`src/rtl/core/fcrd_pkg.sv`:
```
// ----------------------------------------------------------------------------
// fcrd_pkg
// Shared types and codes for the FastCGI record deframer: record type codes,
// route, byte role and end-action codes, per-byte state and result bundles.
// ----------------------------------------------------------------------------
package fcrd_pkg;

  localparam int unsigned HdrLen = 8;
  localparam int unsigned CountW = 17;

  // record type codes from the header type byte
  localparam logic [7:0] TypeBegin     = 8'd1;
  localparam logic [7:0] TypeAbort     = 8'd2;
  localparam logic [7:0] TypeParams    = 8'd4;
  localparam logic [7:0] TypeStdin     = 8'd5;
  localparam logic [7:0] TypeData      = 8'd8;
  localparam logic [7:0] TypeGetValues = 8'd9;

  // begin-request content length that is accepted
  localparam logic [15:0] BeginLen = 16'd8;

  // byte role codes
  localparam logic [1:0] RoleHeader  = 2'd0;
  localparam logic [1:0] RoleContent = 2'd1;
  localparam logic [1:0] RolePadding = 2'd2;

  // content route codes
  localparam logic [2:0] RouteDiscard = 3'd0;
  localparam logic [2:0] RouteLocal   = 3'd1;
  localparam logic [2:0] RouteParams  = 3'd2;
  localparam logic [2:0] RouteStdin   = 3'd3;
  localparam logic [2:0] RouteData    = 3'd4;

  // end action codes
  localparam logic [2:0] ActNone      = 3'd0;
  localparam logic [2:0] ActIgnored   = 3'd1;
  localparam logic [2:0] ActGetValues = 3'd2;
  localparam logic [2:0] ActUnknownMg = 3'd3;
  localparam logic [2:0] ActBegin     = 3'd4;
  localparam logic [2:0] ActAbort     = 3'd5;
  localparam logic [2:0] ActStreamEnd = 3'd6;

  // header byte positions
  localparam logic [2:0] PosType   = 3'd1;
  localparam logic [2:0] PosIdHi   = 3'd2;
  localparam logic [2:0] PosIdLo   = 3'd3;
  localparam logic [2:0] PosLenHi  = 3'd4;
  localparam logic [2:0] PosLenLo  = 3'd5;
  localparam logic [2:0] PosPadLen = 3'd6;
  localparam logic [2:0] PosLast   = 3'd7;

  typedef struct packed {
    logic [CountW-1:0] byte_count;
    logic [7:0]        rec_type;
    logic [15:0]       req_id;
    logic [15:0]       content_len;
    logic [7:0]        pad_len;
    logic              invalid;
    logic [15:0]       role_word;
    logic              keep;
  } rec_state_t;

  typedef struct packed {
    logic [7:0]  data_byte;
    logic [1:0]  byte_role;
    logic [2:0]  route;
    logic        header_done;
    logic [7:0]  record_type;
    logic [15:0] record_id;
    logic [15:0] content_length;
    logic        record_valid;
    logic        record_end;
    logic [2:0]  end_action;
    logic [15:0] begin_role;
    logic        keep_connection;
  } byte_result_t;

endpackage

```
`src/rtl/core/fcrd_step.sv`:
```
// ----------------------------------------------------------------------------
// fcrd_step
// Per-byte record logic: header capture, content/padding counting, checks,
// routing and end action, from the current record state and one byte.
// ----------------------------------------------------------------------------
module fcrd_step (
  input  fcrd_pkg::rec_state_t   state_q,
  input  logic [7:0]             rx_byte,
  output fcrd_pkg::rec_state_t   state_next,
  output fcrd_pkg::byte_result_t res
);

  localparam logic [fcrd_pkg::CountW-1:0] HdrLenC = fcrd_pkg::CountW'(fcrd_pkg::HdrLen);

  fcrd_pkg::rec_state_t nx;
  logic [fcrd_pkg::CountW-1:0] cnt_inc;
  logic [fcrd_pkg::CountW-1:0] content_end;
  logic [fcrd_pkg::CountW-1:0] record_len;
  logic in_header;
  logic in_content;
  logic hdone;
  logic rend;
  logic [1:0] role;
  logic [2:0] route;
  logic [2:0] action;

  function automatic logic check_invalid(input fcrd_pkg::rec_state_t s);
    logic bad;
    bad = 1'b0;
    if (s.req_id == 16'd0) begin
      bad = 1'b0;
    end else if (s.rec_type == fcrd_pkg::TypeBegin) begin
      bad = (s.content_len != fcrd_pkg::BeginLen);
    end else if (s.rec_type == fcrd_pkg::TypeAbort) begin
      bad = (s.content_len != 16'd0);
    end else begin
      bad = !(s.rec_type == fcrd_pkg::TypeParams || s.rec_type == fcrd_pkg::TypeStdin ||
              s.rec_type == fcrd_pkg::TypeData);
    end
    return bad;
  endfunction

  function automatic logic [2:0] content_route(input fcrd_pkg::rec_state_t s);
    logic [2:0] r;
    priority if (s.invalid) begin
      r = fcrd_pkg::RouteDiscard;
    end else if (s.req_id == 16'd0 || s.rec_type == fcrd_pkg::TypeBegin ||
                 s.rec_type == fcrd_pkg::TypeAbort) begin
      r = fcrd_pkg::RouteLocal;
    end else if (s.rec_type == fcrd_pkg::TypeParams) begin
      r = fcrd_pkg::RouteParams;
    end else if (s.rec_type == fcrd_pkg::TypeStdin) begin
      r = fcrd_pkg::RouteStdin;
    end else begin
      r = fcrd_pkg::RouteData;
    end
    return r;
  endfunction

  function automatic logic [2:0] end_code(input fcrd_pkg::rec_state_t s);
    logic [2:0] a;
    priority if (s.req_id == 16'd0) begin
      a = (s.rec_type == fcrd_pkg::TypeGetValues) ? fcrd_pkg::ActGetValues
                                                  : fcrd_pkg::ActUnknownMg;
    end else if (s.invalid) begin
      a = fcrd_pkg::ActIgnored;
    end else if (s.rec_type == fcrd_pkg::TypeBegin) begin
      a = fcrd_pkg::ActBegin;
    end else if (s.rec_type == fcrd_pkg::TypeAbort) begin
      a = fcrd_pkg::ActAbort;
    end else begin
      a = (s.content_len == 16'd0) ? fcrd_pkg::ActStreamEnd : fcrd_pkg::ActNone;
    end
    return a;
  endfunction

  assign in_header   = (state_q.byte_count[fcrd_pkg::CountW-1:3] == '0);
  assign content_end = HdrLenC + fcrd_pkg::CountW'(state_q.content_len);
  assign in_content  = !in_header && (state_q.byte_count < content_end);
  assign cnt_inc     = state_q.byte_count + 1'b1;

  always_comb begin
    nx    = state_q;
    hdone = 1'b0;
    role  = fcrd_pkg::RoleHeader;
    route = fcrd_pkg::RouteDiscard;
    if (in_header) begin
      unique case (state_q.byte_count[2:0])
        fcrd_pkg::PosType:   nx.rec_type          = rx_byte;
        fcrd_pkg::PosIdHi:   nx.req_id[15:8]      = rx_byte;
        fcrd_pkg::PosIdLo:   nx.req_id[7:0]       = rx_byte;
        fcrd_pkg::PosLenHi:  nx.content_len[15:8] = rx_byte;
        fcrd_pkg::PosLenLo:  nx.content_len[7:0]  = rx_byte;
        fcrd_pkg::PosPadLen: nx.pad_len           = rx_byte;
        default: ;
      endcase
      if (state_q.byte_count[2:0] == fcrd_pkg::PosLast) begin
        hdone      = 1'b1;
        nx.invalid = check_invalid(nx);
      end
    end else if (in_content) begin
      role  = fcrd_pkg::RoleContent;
      route = content_route(state_q);
      // role and flags from the first three begin-request content bytes
      if (!state_q.invalid && state_q.req_id != 16'd0 &&
          state_q.rec_type == fcrd_pkg::TypeBegin) begin
        if (state_q.byte_count == HdrLenC) begin
          nx.role_word[15:8] = rx_byte;
        end else if (state_q.byte_count == HdrLenC + 1'b1) begin
          nx.role_word[7:0] = rx_byte;
        end else if (state_q.byte_count == HdrLenC + 2'd2) begin
          nx.keep = rx_byte[0];
        end
      end
    end else begin
      role = fcrd_pkg::RolePadding;
    end
    nx.byte_count = cnt_inc;
  end

  assign record_len = HdrLenC + fcrd_pkg::CountW'(nx.content_len) +
                      fcrd_pkg::CountW'(nx.pad_len);
  assign rend       = (cnt_inc >= HdrLenC) && (cnt_inc >= record_len);
  assign action     = rend ? end_code(nx) : fcrd_pkg::ActNone;

  always_comb begin
    res.data_byte       = rx_byte;
    res.byte_role       = role;
    res.route           = route;
    res.header_done     = hdone;
    res.record_type     = nx.rec_type;
    res.record_id       = nx.req_id;
    res.content_length  = nx.content_len;
    res.record_valid    = (cnt_inc >= HdrLenC) && !nx.invalid;
    res.record_end      = rend;
    res.end_action      = action;
    res.begin_role      = (action == fcrd_pkg::ActBegin) ? nx.role_word : 16'd0;
    res.keep_connection = (action == fcrd_pkg::ActBegin) ? nx.keep : 1'b0;
  end

  // record state is dropped once the last byte has gone
  assign state_next = rend ? '0 : nx;

endmodule

```
`src/rtl/core/fastcgi_record_deframer.sv`:
```
// ----------------------------------------------------------------------------
// fastcgi_record_deframer
// Splits one connection's byte stream into FastCGI records: header capture,
// local header checks, content routing and an action code at record end.
// ----------------------------------------------------------------------------
//
//   channel | direction | handshake              | payload
//   --------+-----------+------------------------+---------------------------
//   in      | sink      | in_valid / in_stall    | rx_byte
//   out     | source    | out_valid / out_stall  | data_byte .. keep_connection
//
// one request per cycle sustained while out_stall is low; each byte produces exactly one result
// path: input register, then the record logic into the result register;
// record state advances as the byte leaves the input register
// rst is synchronous, active high, and clears the pipeline valids and record state
// a stall on the output holds the result register and backs up into in_stall
// in the same cycle, so no request is dropped or repeated
// ----------------------------------------------------------------------------
module fastcgi_record_deframer (
  input  logic        clk,
  input  logic        rst,
  // input channel
  input  logic        in_valid,
  output logic        in_stall,
  input  logic [7:0]  rx_byte,
  // output channel
  output logic        out_valid,
  input  logic        out_stall,
  output logic [7:0]  data_byte,
  output logic [1:0]  byte_role,
  output logic [2:0]  route,
  output logic        header_done,
  output logic [7:0]  record_type,
  output logic [15:0] record_id,
  output logic [15:0] content_length,
  output logic        record_valid,
  output logic        record_end,
  output logic [2:0]  end_action,
  output logic [15:0] begin_role,
  output logic        keep_connection
);

  // input register
  logic       in_q_valid;
  logic [7:0] in_q_byte;

  // record state carried between bytes
  fcrd_pkg::rec_state_t state;
  fcrd_pkg::rec_state_t state_next;

  // result register
  fcrd_pkg::byte_result_t res_next;
  fcrd_pkg::byte_result_t res;

  logic res_free;
  logic advance;
  logic accept;

  // result register can take a new byte when empty or being drained
  assign res_free = !out_valid || !out_stall;
  assign advance  = in_q_valid && res_free;
  assign in_stall = in_q_valid && !res_free;
  assign accept   = in_valid && !in_stall;

  fcrd_step u_step (
    .state_q    (state),
    .rx_byte    (in_q_byte),
    .state_next (state_next),
    .res        (res_next)
  );

  // input stage
  always_ff @(posedge clk) begin
    if (rst) begin
      in_q_valid <= 1'b0;
    end else if (accept) begin
      in_q_valid <= 1'b1;
    end else if (advance) begin
      in_q_valid <= 1'b0;
    end
  end

  always_ff @(posedge clk) begin
    if (accept) begin
      in_q_byte <= rx_byte;
    end
  end

  // record state only moves when a byte is actually processed
  always_ff @(posedge clk) begin
    if (rst) begin
      state <= '0;
    end else if (advance) begin
      state <= state_next;
    end
  end

  // result stage
  always_ff @(posedge clk) begin
    if (rst) begin
      out_valid <= 1'b0;
    end else if (res_free) begin
      out_valid <= advance;
    end
  end

  always_ff @(posedge clk) begin
    if (advance) begin
      res <= res_next;
    end
  end

  assign data_byte       = res.data_byte;
  assign byte_role       = res.byte_role;
  assign route           = res.route;
  assign header_done     = res.header_done;
  assign record_type     = res.record_type;
  assign record_id       = res.record_id;
  assign content_length  = res.content_length;
  assign record_valid    = res.record_valid;
  assign record_end      = res.record_end;
  assign end_action      = res.end_action;
  assign begin_role      = res.begin_role;
  assign keep_connection = res.keep_connection;

endmodule

```
`config.mk`:
```
export PLATFORM = sky130hd
export DESIGN_NAME = fastcgi_record_deframer
export DESIGN_NICKNAME = d
export VERILOG_FILES = /design/src/rtl/core/fcrd_pkg.sv /design/src/rtl/core/fcrd_step.sv /design/src/rtl/core/fastcgi_record_deframer.sv
export SDC_FILE = /design/constraint.sdc
export NUM_CORES = 1
export LEC_CHECK = 0
export BUFFER_PORTS_ARGS = -buffer_cell sky130_fd_sc_hd__buf_2
export CORE_MARGIN = 2
export CORE_UTILIZATION = 40
export DETAILED_ROUTE_END_ITERATION = 10
export PLACE_DENSITY_LB_ADDON = 0.05
export SLEW_MARGIN = 10
export SYNTH_ARGS = -nofsm -noshare
export SYNTH_HDL_FRONTEND = slang
export SYNTH_SLANG_ARGS = --single-unit
export TNS_END_PERCENT = 10
```
`constraint.sdc`:
```
create_clock -name clk -period 9.1 [get_ports clk]
set_input_delay 0.455 -clock clk [delete_from_list [all_inputs] [get_ports clk]]
set_output_delay 0.455 -clock clk [all_outputs]
set_load 0.005 [all_outputs]
```
==> insert_results.sql <==
INSERT INTO impl_metrics (metric_group, metric, value, unit) VALUES
('outcome', 'outcome', 'completed', ''),
('global_route', 'global_route_wire_length_before_repair', '40.42', 'mm'),
('clock_tree', 'clock_tree_from_tritoncts', 'yes', ''),
('logic_synthesis', 'synth_xor_xnor_area_share', '4.213', '%'),
('worst_setup_path', 'delay_of_the_slowest_cell_on_the_worst_path', '550', 'ps'),
('logic_synthesis', 'post-synth-top-area-cell', 'edfxtp_1', ''),
('clock_tree', 'clock_tree.buffer_depth', '2', ''),
('clock_tree', 'clk_pin_slew', '80', 'ps'),
('sta', 'setup_tns', '0', 'ps'),
('clock_tree', 'clock_insertion_delay_worst_skew', '440', 'ps'),
('floorplanning', 'placement_row_count', '55', ''),
('logic_synthesis', 'synth_cells', '974', ''),
('logic_synthesis', 'dominant_combinational_cell_family_by_area_after_synthesis', 'simple AND/OR/NAND/NOR gates', ''),
('clock_tree', 'postCtsSetupRepairBufs', '0', ''),
('worst_setup_path', 'cell_count_of_the_worst_reg_to_reg_path', '29', ''),
('placed_design', 'postPlaceCellArea', '10050', 'µm²'),
('power_and_ir_drop', 'static-leakage-power', '4.179', 'nW'),
('floorplanning', 'io-pin-count', '90', ''),
('worst_setup_path', 'timing.critical_path.slowest_stage_cell', 'nor2_2', ''),
('worst_setup_path', 'worst_setup_path_end_kind', 'flip-flop', ''),
('sta', 'min_period_over_period', '78.56', '%'),
('logic_synthesis', 'synth_sequential_area_ratio', '45.16', '%'),
('sta', 'hold_ws', '187.9', 'ps'),
('floorplanning', 'core_area', '22780', 'µm²'),
('logic_synthesis', 'netlist_top_cells_area', 'edfxtp_1 27%, dfxtp_1 18%, ha_1 7.5%', ''),
('drt', 'drt_pre_antenna_iters', '4', ''),
('floorplanning', 'chipHeight', '156.9', 'µm'),
('logic_synthesis', 'synth.ff_latch_count', '169', ''),
('logic_synthesis', 'netlist.area_leader.share', '26.97', '%'),
('floorplanning', 'die-area', '24620', 'µm²'),
('logic_synthesis', 'post_synth_edffs', '84', ''),
('drt', 'dr_total_vias', '7295', ''),
('floorplanning', 'start_util', '41.07', '%'),
('hold_path', 'min_path_cells', '1', ''),
('placed_design', 'buffer_ports.inserted', '89', ''),
('cells_and_area', 'final_layout_size_suffix_gt1_share', '18.46', '%'),
('power_and_ir_drop', 'pwr_density_cell', '170.2', 'nW/µm²'),
('logic_synthesis', 'synth-compound-area-share', '9.363', '%'),
('global_route', 'grt.total_usage', '21.49', '%'),
('placed_design', 'globalplace.congestion', '0.8525', ''),
('clock_tree', 'postCtsResizedCells', '0', ''),
('sta', 'period_needed', '7149', 'ps'),
('drt', 'detail_route.iter0.violations', '501', ''),
('sta', 'slew_headroom', '37.33', '%'),
('logic_synthesis', 'synth_most_common_cell', 'nor2_1', ''),
('sta', 'rsz0062_at_grt', 'false', ''),
('clock_tree', 'tritoncts.num_buffers', '17', ''),
('cells_and_area', 'final_nets', '1107', ''),
('sta', 'worst_clock_skew', '13.77', 'ps'),
('drt', 'vias_per_cell', '5.348', ''),
('hold_path', 'holdCritPathClass', 'input port to flip-flop', ''),
('logic_synthesis', 'synth.cell_area', '9354', 'µm²'),
('worst_setup_path', 'worstSetupStartpointType', 'flip-flop', ''),
('floorplanning', 'dieWidth', '156.9', 'µm'),
('cells_and_area', 'synth_to_layout_area_growth', '13.86', '%'),
('cells_and_area', 'finalCoreUtilization', '46.76', '%'),
('cells_and_area', 'final.fill_count', '2224', ''),
('sta', 'finalHoldViolations', '0', ''),
('worst_setup_path', 'critPathArrivalTime', '7500', 'ps'),
('worst_setup_path', 'cp.required', '9450', 'ps'),
('clock_tree', 'cts_htree_levels', '4', ''),
('sta', 'setup_viol', '0', ''),
('drt', 'wirelength', '25.55', 'mm'),
('placed_design', 'place.detailed.instances', '1332', ''),
('logic_synthesis', 'synth-adder-area-share', '7.705', '%'),
('global_route', 'grt_overflow', '0', ''),
('global_route', 'grt_max_degree', '88', ''),
('logic_synthesis', 'synth_flop_cell', 'dfxtp_1', ''),
('clock_tree', 'clock_tree.root_cell', 'clkbuf_16', ''),
('logic_synthesis', 'netlist-cell-type-count', '65', ''),
('worst_setup_path', 'worstPathMaxFanout', '53', '');
## logic make-up (layout without fill, tap and decap cells)
| kind of cell | Yosys count | count (layout) |
|---|---|---|
| compound gates | 132 | 132 |
| fa+ha+maj | 57 | 57 |
| mux | 67 | 67 |
| flops | 169 | 169 |
| buf+inv | 106 | 183 |
| simple gates | 398 | 398 |
| xor+xnor | 45 | 45 |
## placed cells by master, fill, tap and decap left out, types with 5 or more instances in the layout
cell       instances
xor2_1            17
or4_1             10
o21ai_0           20
edfxtp_1          84
nor2_1           145
nand2_1           62
nor2b_1            5
ha_1              56
buf_2             89
nand4_1           13
buf_4             15
nand2b_1          15
mux2i_1           32
nor2_4             9
a211oi_1          19
and3_1             7
mux2_2            35
inv_1             46
nor4_1            17
dfxtp_1           85
nand3_1           24
a21oi_1           47
clkbuf_16         17
and4_1             5
nor3_1            57
o32ai_1           16
xnor2_1           28
## worst paths after layout
check	startpoint	endpoint	slack (ps)
min reg2reg	state[9]	state[9]	480
max reg2reg	state[73]	state[31]	1950
max	state[73]	state[31]	1950
min	rx_byte[0]	in_q_byte[0]	190
## layer usage
layer  wire length (µm)  up-vias  GRT usage [%]
met1              13090     3487          32.94
met4                238        0          5.111
met2              11160      162          31.75
met5                  0        -              0
li1                   -     3623              -
met3               1057       23          3.056
## where the power goes
part	internal (mW)	switching, mW
registers	0.834	0.0242
clock network	0.372	0.370
logic	0.0811	0.131
total	1.29	0.525
## flip-flops by register name (all words and copies together) (netlist names)
| register | flops |
|---|---|
| in_q_byte | 8 |
| record_valid | 1 |
| content_length | 16 |
| record_id | 16 |
| in_q_valid | 1 |
| record_end | 1 |
| header_done | 1 |
| out_valid | 1 |
| byte_role | 2 |
| begin_role | 16 |
| end_action | 3 |
| record_type | 8 |
| route | 3 |
| keep_connection | 1 |
| state | 83 |
| data_byte | 8 |
## area by class of cell
| type | instances | area, µm² | share of cell area (%) |
|---|---|---|---|
| clock buffers | 17 | 425.4 | 3.994 |
| flip-flops and latches | 169 | 4224 | 39.66 |
| well taps | 313 | 391.6 | 3.677 |
| clock inverters | 15 | 173.9 | 1.633 |
| inverters | 47 | 181.4 | 1.703 |
| multi-input cells | 699 | 4696 | 44.09 |
| repair buffers | 104 | 558.0 | 5.240 |
## per-stage QoR
| stage | setup WS (ps) | total power [mW] |
|---|---|---|
| after global placement | 2147 | 1.089 |
| after detailed placement | 1926 | 1.089 |
| final | 1951 | 1.813 |
| after global routing | 1261 | 1.891 |
| after CTS | 1944 | 1.832 |
| after floorplan | 2597 | 1.012 |
## worst max-delay path, delay by kind of cell (launching register included)
family,cells,cell delay [ps]
flops,1,440
xor+xnor,1,150
fa+ha+maj,4,1120
mux,1,400
buf+inv,6,1000
compound gates,10,1860
simple gates,7,2030
Note: power is estimated with default switching activity, not from simulation.
